### src/design/mms_pkg.sv
package mms_pkg;

  localparam int unsigned DataW   = 32;
  localparam int unsigned CountW  = 7;
  localparam int unsigned StatusW = 2;

  typedef enum logic {
    ACT_PUSH = 1'b0,
    ACT_POP  = 1'b1
  } action_e;

  typedef enum logic [StatusW-1:0] {
    ST_OK        = 2'd0,
    ST_OVERFLOW  = 2'd1,
    ST_UNDERFLOW = 2'd2
  } status_e;

  typedef struct packed {
    logic    push;
    logic    pop;
    logic    fault;
    status_e fault_code;
    logic    top;
    logic    step;
  } mms_cmd_t;

  typedef struct packed {
    logic full;
    logic empty;
    logic scan_more;
    logic out_busy;
  } mms_stat_t;

endpackage

### src/design/min_max_stack.sv
// Min/max stack: a LIFO of signed 32-bit words that reports the least and
// greatest held value with every result word. Input tuser selects push (0) or
// pop (1); each input word yields exactly one output word. A push, an
// overflowing push and an underflowing pop load the result register in the
// cycle they are accepted. A successful pop holds the input off through the
// TOP and SCAN states: the stack memory has one read port, so the top is read
// first and then the remaining entries are rescanned one per cycle to rebuild
// min and max. When the stack empties, min and max keep the word just popped.
// The input is held off while a result word waits in the output register; it
// is taken again in the cycle that word is taken, or once the register is empty.
module min_max_stack #(
  parameter int unsigned DEPTH = 64
) (
  input  logic         clk_i,
  input  logic         rst_ni,
  input  logic         s_axis_tvalid,
  output logic         s_axis_tready,
  input  logic [31:0]  s_axis_tdata,   // [31:0] value
  input  logic [0:0]   s_axis_tuser,   // [0] action
  output logic         m_axis_tvalid,
  input  logic         m_axis_tready,
  output logic [103:0] m_axis_tdata,   // popped_value, least_value, greatest_value,
                                       // entry_count, zero pad
  output logic [1:0]   m_axis_tuser    // [1:0] status
);
  import mms_pkg::*;

  mms_cmd_t  cmd;
  mms_stat_t stat;
  status_e   out_status;
  logic signed [DataW-1:0] out_popped, out_least, out_greatest;
  logic [CountW-1:0] out_count;

  mms_ctrl u_ctrl (
    .clk_i       (clk_i),
    .rst_ni      (rst_ni),
    .in_valid_i  (s_axis_tvalid),
    .in_action_i (action_e'(s_axis_tuser[0])),
    .stat_i      (stat),
    .in_ready_o  (s_axis_tready),
    .cmd_o       (cmd)
  );

  mms_dp #(
    .DEPTH (DEPTH)
  ) u_dp (
    .clk_i          (clk_i),
    .rst_ni         (rst_ni),
    .cmd_i          (cmd),
    .in_value_i     (s_axis_tdata),
    .out_ready_i    (m_axis_tready),
    .stat_o         (stat),
    .out_valid_o    (m_axis_tvalid),
    .out_status_o   (out_status),
    .out_popped_o   (out_popped),
    .out_least_o    (out_least),
    .out_greatest_o (out_greatest),
    .out_count_o    (out_count)
  );

  assign m_axis_tdata = {1'b0, out_count, out_greatest, out_least, out_popped};
  assign m_axis_tuser = out_status;

endmodule

### src/design/mms_ctrl.sv
module mms_ctrl (
  input  logic               clk_i,
  input  logic               rst_ni,
  input  logic               in_valid_i,
  input  mms_pkg::action_e   in_action_i,
  input  mms_pkg::mms_stat_t stat_i,
  output logic               in_ready_o,
  output mms_pkg::mms_cmd_t  cmd_o
);
  import mms_pkg::*;

  typedef enum logic [2:0] {
    S_IDLE = 3'b001,
    S_TOP  = 3'b010,
    S_SCAN = 3'b100
  } state_e;

  state_e state_q, state_d;
  logic   accept;

  assign in_ready_o = (state_q == S_IDLE) && !stat_i.out_busy;
  assign accept     = in_valid_i && in_ready_o;

  always_comb begin
    state_d = state_q;
    cmd_o   = '0;
    cmd_o.fault_code = ST_OK;
    unique case (state_q)
      S_IDLE: begin
        if (accept) begin
          if (in_action_i == ACT_PUSH) begin
            if (stat_i.full) begin
              cmd_o.fault      = 1'b1;
              cmd_o.fault_code = ST_OVERFLOW;
            end else begin
              cmd_o.push = 1'b1;
            end
          end else begin
            if (stat_i.empty) begin
              cmd_o.fault      = 1'b1;
              cmd_o.fault_code = ST_UNDERFLOW;
            end else begin
              cmd_o.pop = 1'b1;
              state_d   = S_TOP;
            end
          end
        end
      end
      S_TOP: begin
        cmd_o.top = 1'b1;
        state_d   = S_SCAN;
      end
      S_SCAN: begin
        cmd_o.step = 1'b1;
        if (!stat_i.scan_more) begin
          state_d = S_IDLE;
        end
      end
      default: begin
        state_d = S_IDLE;
      end
    endcase
  end

  always_ff @(posedge clk_i or negedge rst_ni) begin
    if (!rst_ni) begin
      state_q <= S_IDLE;
    end else begin
      state_q <= state_d;
    end
  end

endmodule

### src/design/mms_dp.sv
module mms_dp #(
  parameter int unsigned DEPTH = 64
) (
  input  logic                                clk_i,
  input  logic                                rst_ni,
  input  mms_pkg::mms_cmd_t                   cmd_i,
  input  logic signed [mms_pkg::DataW-1:0]    in_value_i,
  input  logic                                out_ready_i,
  output mms_pkg::mms_stat_t                  stat_o,
  output logic                                out_valid_o,
  output mms_pkg::status_e                    out_status_o,
  output logic signed [mms_pkg::DataW-1:0]    out_popped_o,
  output logic signed [mms_pkg::DataW-1:0]    out_least_o,
  output logic signed [mms_pkg::DataW-1:0]    out_greatest_o,
  output logic        [mms_pkg::CountW-1:0]   out_count_o
);
  import mms_pkg::*;

  localparam int unsigned AW = $clog2(DEPTH);
  localparam int unsigned CW = $clog2(DEPTH + 1);

  logic signed [DataW-1:0] mem [DEPTH];
  logic signed [DataW-1:0] rd_data_q;
  logic        [AW-1:0]    rd_addr;

  logic [CW-1:0] fill_q, fill_d, fill_dec;
  logic [CW-1:0] idx_q, idx_d;
  logic          first_q;
  logic signed [DataW-1:0] min_q, min_d, max_q, max_d;
  logic signed [DataW-1:0] popped_q;
  logic signed [DataW-1:0] lo_in, hi_in, lo_new, hi_new;

  logic          load, finish, out_valid_q;
  status_e       status_q;
  logic signed [DataW-1:0] popped_out_q, least_q, greatest_q;
  logic [CountW-1:0] count_q;
  logic [CW+CountW-1:0] count_ext;

  assign fill_dec          = fill_q - CW'(1);
  assign stat_o.full       = (fill_q == CW'(DEPTH));
  assign stat_o.empty      = (fill_q == '0);
  assign stat_o.scan_more  = (idx_q < fill_q);
  assign stat_o.out_busy   = out_valid_q && !out_ready_i;

  always_comb begin
    if (cmd_i.pop) begin
      rd_addr = fill_dec[AW-1:0];
    end else if (cmd_i.top) begin
      rd_addr = '0;
    end else begin
      rd_addr = idx_q[AW-1:0];
    end
  end

  // stack memory, single write and single registered read
  always_ff @(posedge clk_i) begin
    if (cmd_i.push) begin
      mem[fill_q[AW-1:0]] <= in_value_i;
    end
    rd_data_q <= mem[rd_addr];
  end

  // rescan fold, first word seeds both bounds
  assign lo_in  = first_q ? rd_data_q : min_q;
  assign hi_in  = first_q ? rd_data_q : max_q;
  assign lo_new = (rd_data_q < lo_in) ? rd_data_q : lo_in;
  assign hi_new = (hi_in < rd_data_q) ? rd_data_q : hi_in;

  always_comb begin
    fill_d = fill_q;
    min_d  = min_q;
    max_d  = max_q;
    idx_d  = idx_q;
    if (cmd_i.push) begin
      fill_d = fill_q + CW'(1);
      if (fill_q == '0) begin
        min_d = in_value_i;
        max_d = in_value_i;
      end else if (in_value_i < min_q) begin
        min_d = in_value_i;
      end else if (max_q < in_value_i) begin
        max_d = in_value_i;
      end
    end
    if (cmd_i.pop) begin
      fill_d = fill_dec;
    end
    if (cmd_i.top) begin
      idx_d = CW'(1);
    end
    if (cmd_i.step) begin
      min_d = lo_new;
      max_d = hi_new;
      if (stat_o.scan_more) begin
        idx_d = idx_q + CW'(1);
      end
    end
  end

  always_ff @(posedge clk_i or negedge rst_ni) begin
    if (!rst_ni) begin
      fill_q <= '0;
      min_q  <= '0;
      max_q  <= '0;
    end else begin
      fill_q <= fill_d;
      min_q  <= min_d;
      max_q  <= max_d;
    end
  end

  always_ff @(posedge clk_i) begin
    idx_q <= idx_d;
    if (cmd_i.top) begin
      popped_q <= rd_data_q;
      first_q  <= 1'b1;
    end else if (cmd_i.step) begin
      first_q  <= 1'b0;
    end
  end

  // output word register
  assign finish    = cmd_i.step && !stat_o.scan_more;
  assign load      = cmd_i.push || cmd_i.fault || finish;
  assign count_ext = (CW+CountW)'(fill_d);

  always_ff @(posedge clk_i or negedge rst_ni) begin
    if (!rst_ni) begin
      out_valid_q <= 1'b0;
    end else if (load) begin
      out_valid_q <= 1'b1;
    end else if (out_ready_i) begin
      out_valid_q <= 1'b0;
    end
  end

  always_ff @(posedge clk_i) begin
    if (load) begin
      status_q     <= cmd_i.fault ? cmd_i.fault_code : ST_OK;
      popped_out_q <= finish ? popped_q : '0;
      least_q      <= min_d;
      greatest_q   <= max_d;
      count_q      <= count_ext[CountW-1:0];
    end
  end

  assign out_valid_o    = out_valid_q;
  assign out_status_o   = status_q;
  assign out_popped_o   = popped_out_q;
  assign out_least_o    = least_q;
  assign out_greatest_o = greatest_q;
  assign out_count_o    = count_q;

endmodule

### config.mk
export PLATFORM = sky130hd
export DESIGN_NAME = min_max_stack
export DESIGN_NICKNAME = d
export VERILOG_FILES = /design/src/design/mms_pkg.sv /design/src/design/min_max_stack.sv /design/src/design/mms_ctrl.sv /design/src/design/mms_dp.sv
export SDC_FILE = /design/constraint.sdc
export NUM_CORES = 2
export LEC_CHECK = 0
export BUFFER_PORTS_ARGS = -buffer_cell sky130_fd_sc_hd__buf_2
export CORE_MARGIN = 10
export CORE_UTILIZATION = 58
export CTS_CLUSTER_DIAMETER = 150
export CTS_CLUSTER_SIZE = 40
export DETAILED_ROUTE_END_ITERATION = 10
export GPL_ROUTABILITY_DRIVEN = 0
export PLACE_DENSITY = 0.74
export SYNTH_ARGS = -nofsm -noshare
export SYNTH_HDL_FRONTEND = slang
export SYNTH_HIERARCHICAL = 1
export SYNTH_SLANG_ARGS = --single-unit
### constraint.sdc
create_clock -name clk_i -period 5.4 [get_ports clk_i]
set_input_delay 1.08 -clock clk_i [delete_from_list [all_inputs] [get_ports clk_i]]
set_output_delay 1.08 -clock clk_i [all_outputs]
set_load 0.01 [all_outputs]
==> out/metrics.csv <==
metric,value,unit
outcome,"complete, no violations",
cts_buffers,67,
die_h,419,um
tritoncts,yes,
gr-usage-met3,0.0556,
ctsResizeCount,0,
vias,48600,
firstDrtPassIters,6,
ys_types,73,
fin_worst_skew,0.0654,ns
netlist_instances,4721,
final.min_clock_period,5.22,ns
grt.busiest_layer,met2,
cts_buffer_depth,3,
post_layout_nonfiller_instances,7088,
drt_iter0_drc,7236,
yosys_warnings,6,
cap_violations,0,
antenna_found_initial,14,
nNetsFinal,5127,
grtUsageTotal,0.277,
grt_max_degree,98,
post-place-ws,-0.438,ns
leakagePower,0.0325,uW
dp_hpwl,152000,um
drcViolationCount,0,
finalCritPeriodShare,0.967,
wl_per_cell,34.4,um
comb_power_share,0.334,
powerDensity,438,nW/um^2
rr_worst_depth,18,
synth_top_area_share,0.711,
dp.cells,6957,
use_met1,0.393,
p_clk_frac,0.172,
post-synth-top-area-cell,edfxtp_1,
hold_viol,0,
syn_to_final_growth,7.76,%
synth_seq_cells,2300,
p_switching,14600,uW
drt.antenna.violating_nets,0,
ir_worst_vdd,0.572,mV
finalSetupTns,0,ns
cp_max_fo,60,
rows,146,
synth_area_leaders,"edfxtp_1 (71%), mux4_2 (13%), dfrtp_1 (2.0%), ha_1 (1.8%), a211oi_1 (1.6%)",
whs,0.275,ns
hold_class,primary input to async pin,
layout_setup_ws,0.177,ns
path_class,register to register,
initial_core_util,0.583,
setup_violations,0,
max_freq,191,MHz
synth-async-reset-ratio,0.0326,
synth.avg_cell_area,19.5,sq um
drive_above_1_share,0.227,
rr_endpoint,u_dp/rd_data_q[17]$_DFF_P_,
endpoint_kind,register,
clkTransAtPathRegs,0.15,ns
synth.most_common_cell,edfxtp_1,
crit_path_start_kind,register,
reg2reg_slack,0.18,ns
fp.dieArea,175000,sq um
p_int,28900,uW
yosysSeqAreaShare,0.741,
grt_pass1_wl,350000,um
drt_wl_total,244000,um
netlist_area,92200,sq um
worst_ep_required_time,6.02,ns
core-area,158000,sq um
worst_ep_arrival_time,5.85,ns
dieWidth,419,um
switching_share,0.337,
r2r-start,u_dp/fill_q[1]$_DFF_PN0_,
cts-root-buf,clkbuf_16,
grt_overflow,0,
p_seq_frac,0.494,
filler_cell_count,10700,
synth_edf_count,2185,
cts.htree.levels,3,
worst_pin_slew,1.40,ns
syn-num-nets,4891,
fin_util,0.628,
synthTopCellsByCount,"edfxtp_1 (2,185), mux4_2 (512), nand2_1 (297), a211oi_1 (192), and2_1 (163)",
relSlewSlack,0.0599,
grtUsageMet2,0.428,
routed_via_density,6.85,
yosys_most_used_dff,edfxtp_1,
first_global_vias,47500,
rsz0062_at_grt,no,
port_buffers,143,
worstSkewPairLatency,0.77,ns
io_pins,145,
clock_sinks,2300,
drv_slew,0,
[per-layer routing]
layer | wire (um) | vias to the layer above
li1 | - | 19600
met1 | 90900 | 25600
met2 | 113000 | 2954
met3 | 28800 | 383
met4 | 11100 | 6
met5 | 40 | -
[repair_timing]
item / 4_1_cts / 5_1_grt
hold buffers: 0 / 0
buffers inserted: 3 / 0
setup endpoints to repair: 1 / 0
[layout by cell type, fill, tap and decap left out, types with 32 or more instances in the layout]
| cell | Yosys | routed |
|---|---|---|
| buf_2 | 65 | 142 |
| edfxtp_1 | 2185 | 2185 |
| mux4_2 | 512 | 512 |
| dfxtp_1 | 40 | 39 |
| and2_1 | 163 | 163 |
| inv_1 | 110 | 109 |
| a31oi_1 | 67 | 67 |
| ha_1 | 133 | 133 |
| nor2_1 | 127 | 62 |
| clkbuf_16 | 0 | 69 |
| a21oi_1 | 109 | 107 |
| dfrtp_1 | 74 | 74 |
| buf_4 | 52 | 249 |
| a21o_1 | 36 | 36 |
| buf_12 | 0 | 39 |
| mux2_2 | 32 | 32 |
| mux2i_1 | 134 | 134 |
| nor2_4 | 0 | 64 |
| clkbuf_1 | 131 | 46 |
| a211oi_1 | 192 | 192 |
| nand2_1 | 297 | 297 |
| a311oi_1 | 64 | 64 |
[stage by stage]
step                      power, uW  instance area, sq um
after detailed placement      36200                 97400
after global routing          45100                 99400
after CTS                     43400                 99400
after floorplan               30500                 92200
final                         43500                 99400
after global placement        35900                 97400
[cell families after synthesis]
logic type,Yosys count,synth area share
AND/OR/NAND/NOR,665,0.0341
adder cells (fa/ha/maj),133,0.0180
buffers and inverters,375,0.0193
multiplexers,678,0.143
AO/OA/AOI/OAI,556,0.0432
other,1,0.0000407
flip-flops,2300,0.741
XOR/XNOR,13,0.00123
[worst max-delay path by stage]
stage | cells after the start | end | from
floorplan | 7 | u_dp/mem[33][0]$_DFFE_PP_ | m_axis_tready
global placement | 13 | u_dp/rd_data_q[7]$_DFF_P_ | m_axis_tready
detailed placement | 13 | u_dp/rd_data_q[20]$_DFF_P_ | m_axis_tready
CTS | 18 | u_dp/rd_data_q[23]$_DFF_P_ | u_dp/fill_q[1]$_DFF_PN0_
global route | 18 | u_dp/rd_data_q[23]$_DFF_P_ | u_dp/fill_q[1]$_DFF_PN0_
finish | 18 | u_dp/rd_data_q[17]$_DFF_P_ | u_dp/fill_q[1]$_DFF_PN0_
[sequential cells by signal, indices dropped and copies added (netlist names)]
name and count:
u_dp/mem 2048, u_dp/max_q 32, u_dp/min_q 32, u_dp/out_greatest_o 32, u_dp/out_least_o 32, u_dp/out_popped_o 32, u_dp/popped_q 32, u_dp/rd_data_q 32
u_dp/fill_q 7, u_dp/idx_q 7, u_dp/out_count_o 7, u_ctrl/state_q 3, u_dp/out_status_o 2, u_dp/first_q 1, u_dp/out_valid_o 1
[critical path, cell delays in order, from the launching register on]
cell	delay, ns
dfrtp_1	0.41
inv_1	0.20
ha_1	0.26
nand2_1	0.15
nor3_2	0.20
and4b_1	0.34
nor2_1	0.19
nand2_1	0.11
o21ai_4	0.10
buf_12	0.19
buf_12	0.21
buf_12	0.32
buf_4	0.45
mux4_2	0.35
and2_1	0.17
a211oi_1	0.23
a311oi_1	0.15
a21oi_1	0.75
a21oi_1	0.16
[power by group through the flow]
stage / Sequential, uW / Combinational [uW] / Clock (uW)
2_1_floorplan: 21300 / 9210 / 0
3_3_place_gp: 21800 / 14100 / 0
3_5_place_dp: 21800 / 14300 / 0
4_1_cts: 21400 / 14400 / 7540
5_1_grt: 21500 / 15500 / 8060
6_report: 21500 / 14500 / 7480
[cell type report]
type / count / area (sq um) / share of cell area
timing repair buffer: 430 / 3360 / 0.0338
sequential: 2300 / 68300 / 0.687
tap: 2072 / 2590 / 0.0261
antenna: 7 / 17.5 / 0.000176
clock buffer: 115 / 1900 / 0.0191
inverter: 112 / 423 / 0.00426
multi-input combinational: 2046 / 22700 / 0.229
clock inverter: 6 / 78.8 / 0.000793
Note: power is estimated with default switching activity, not from simulation.
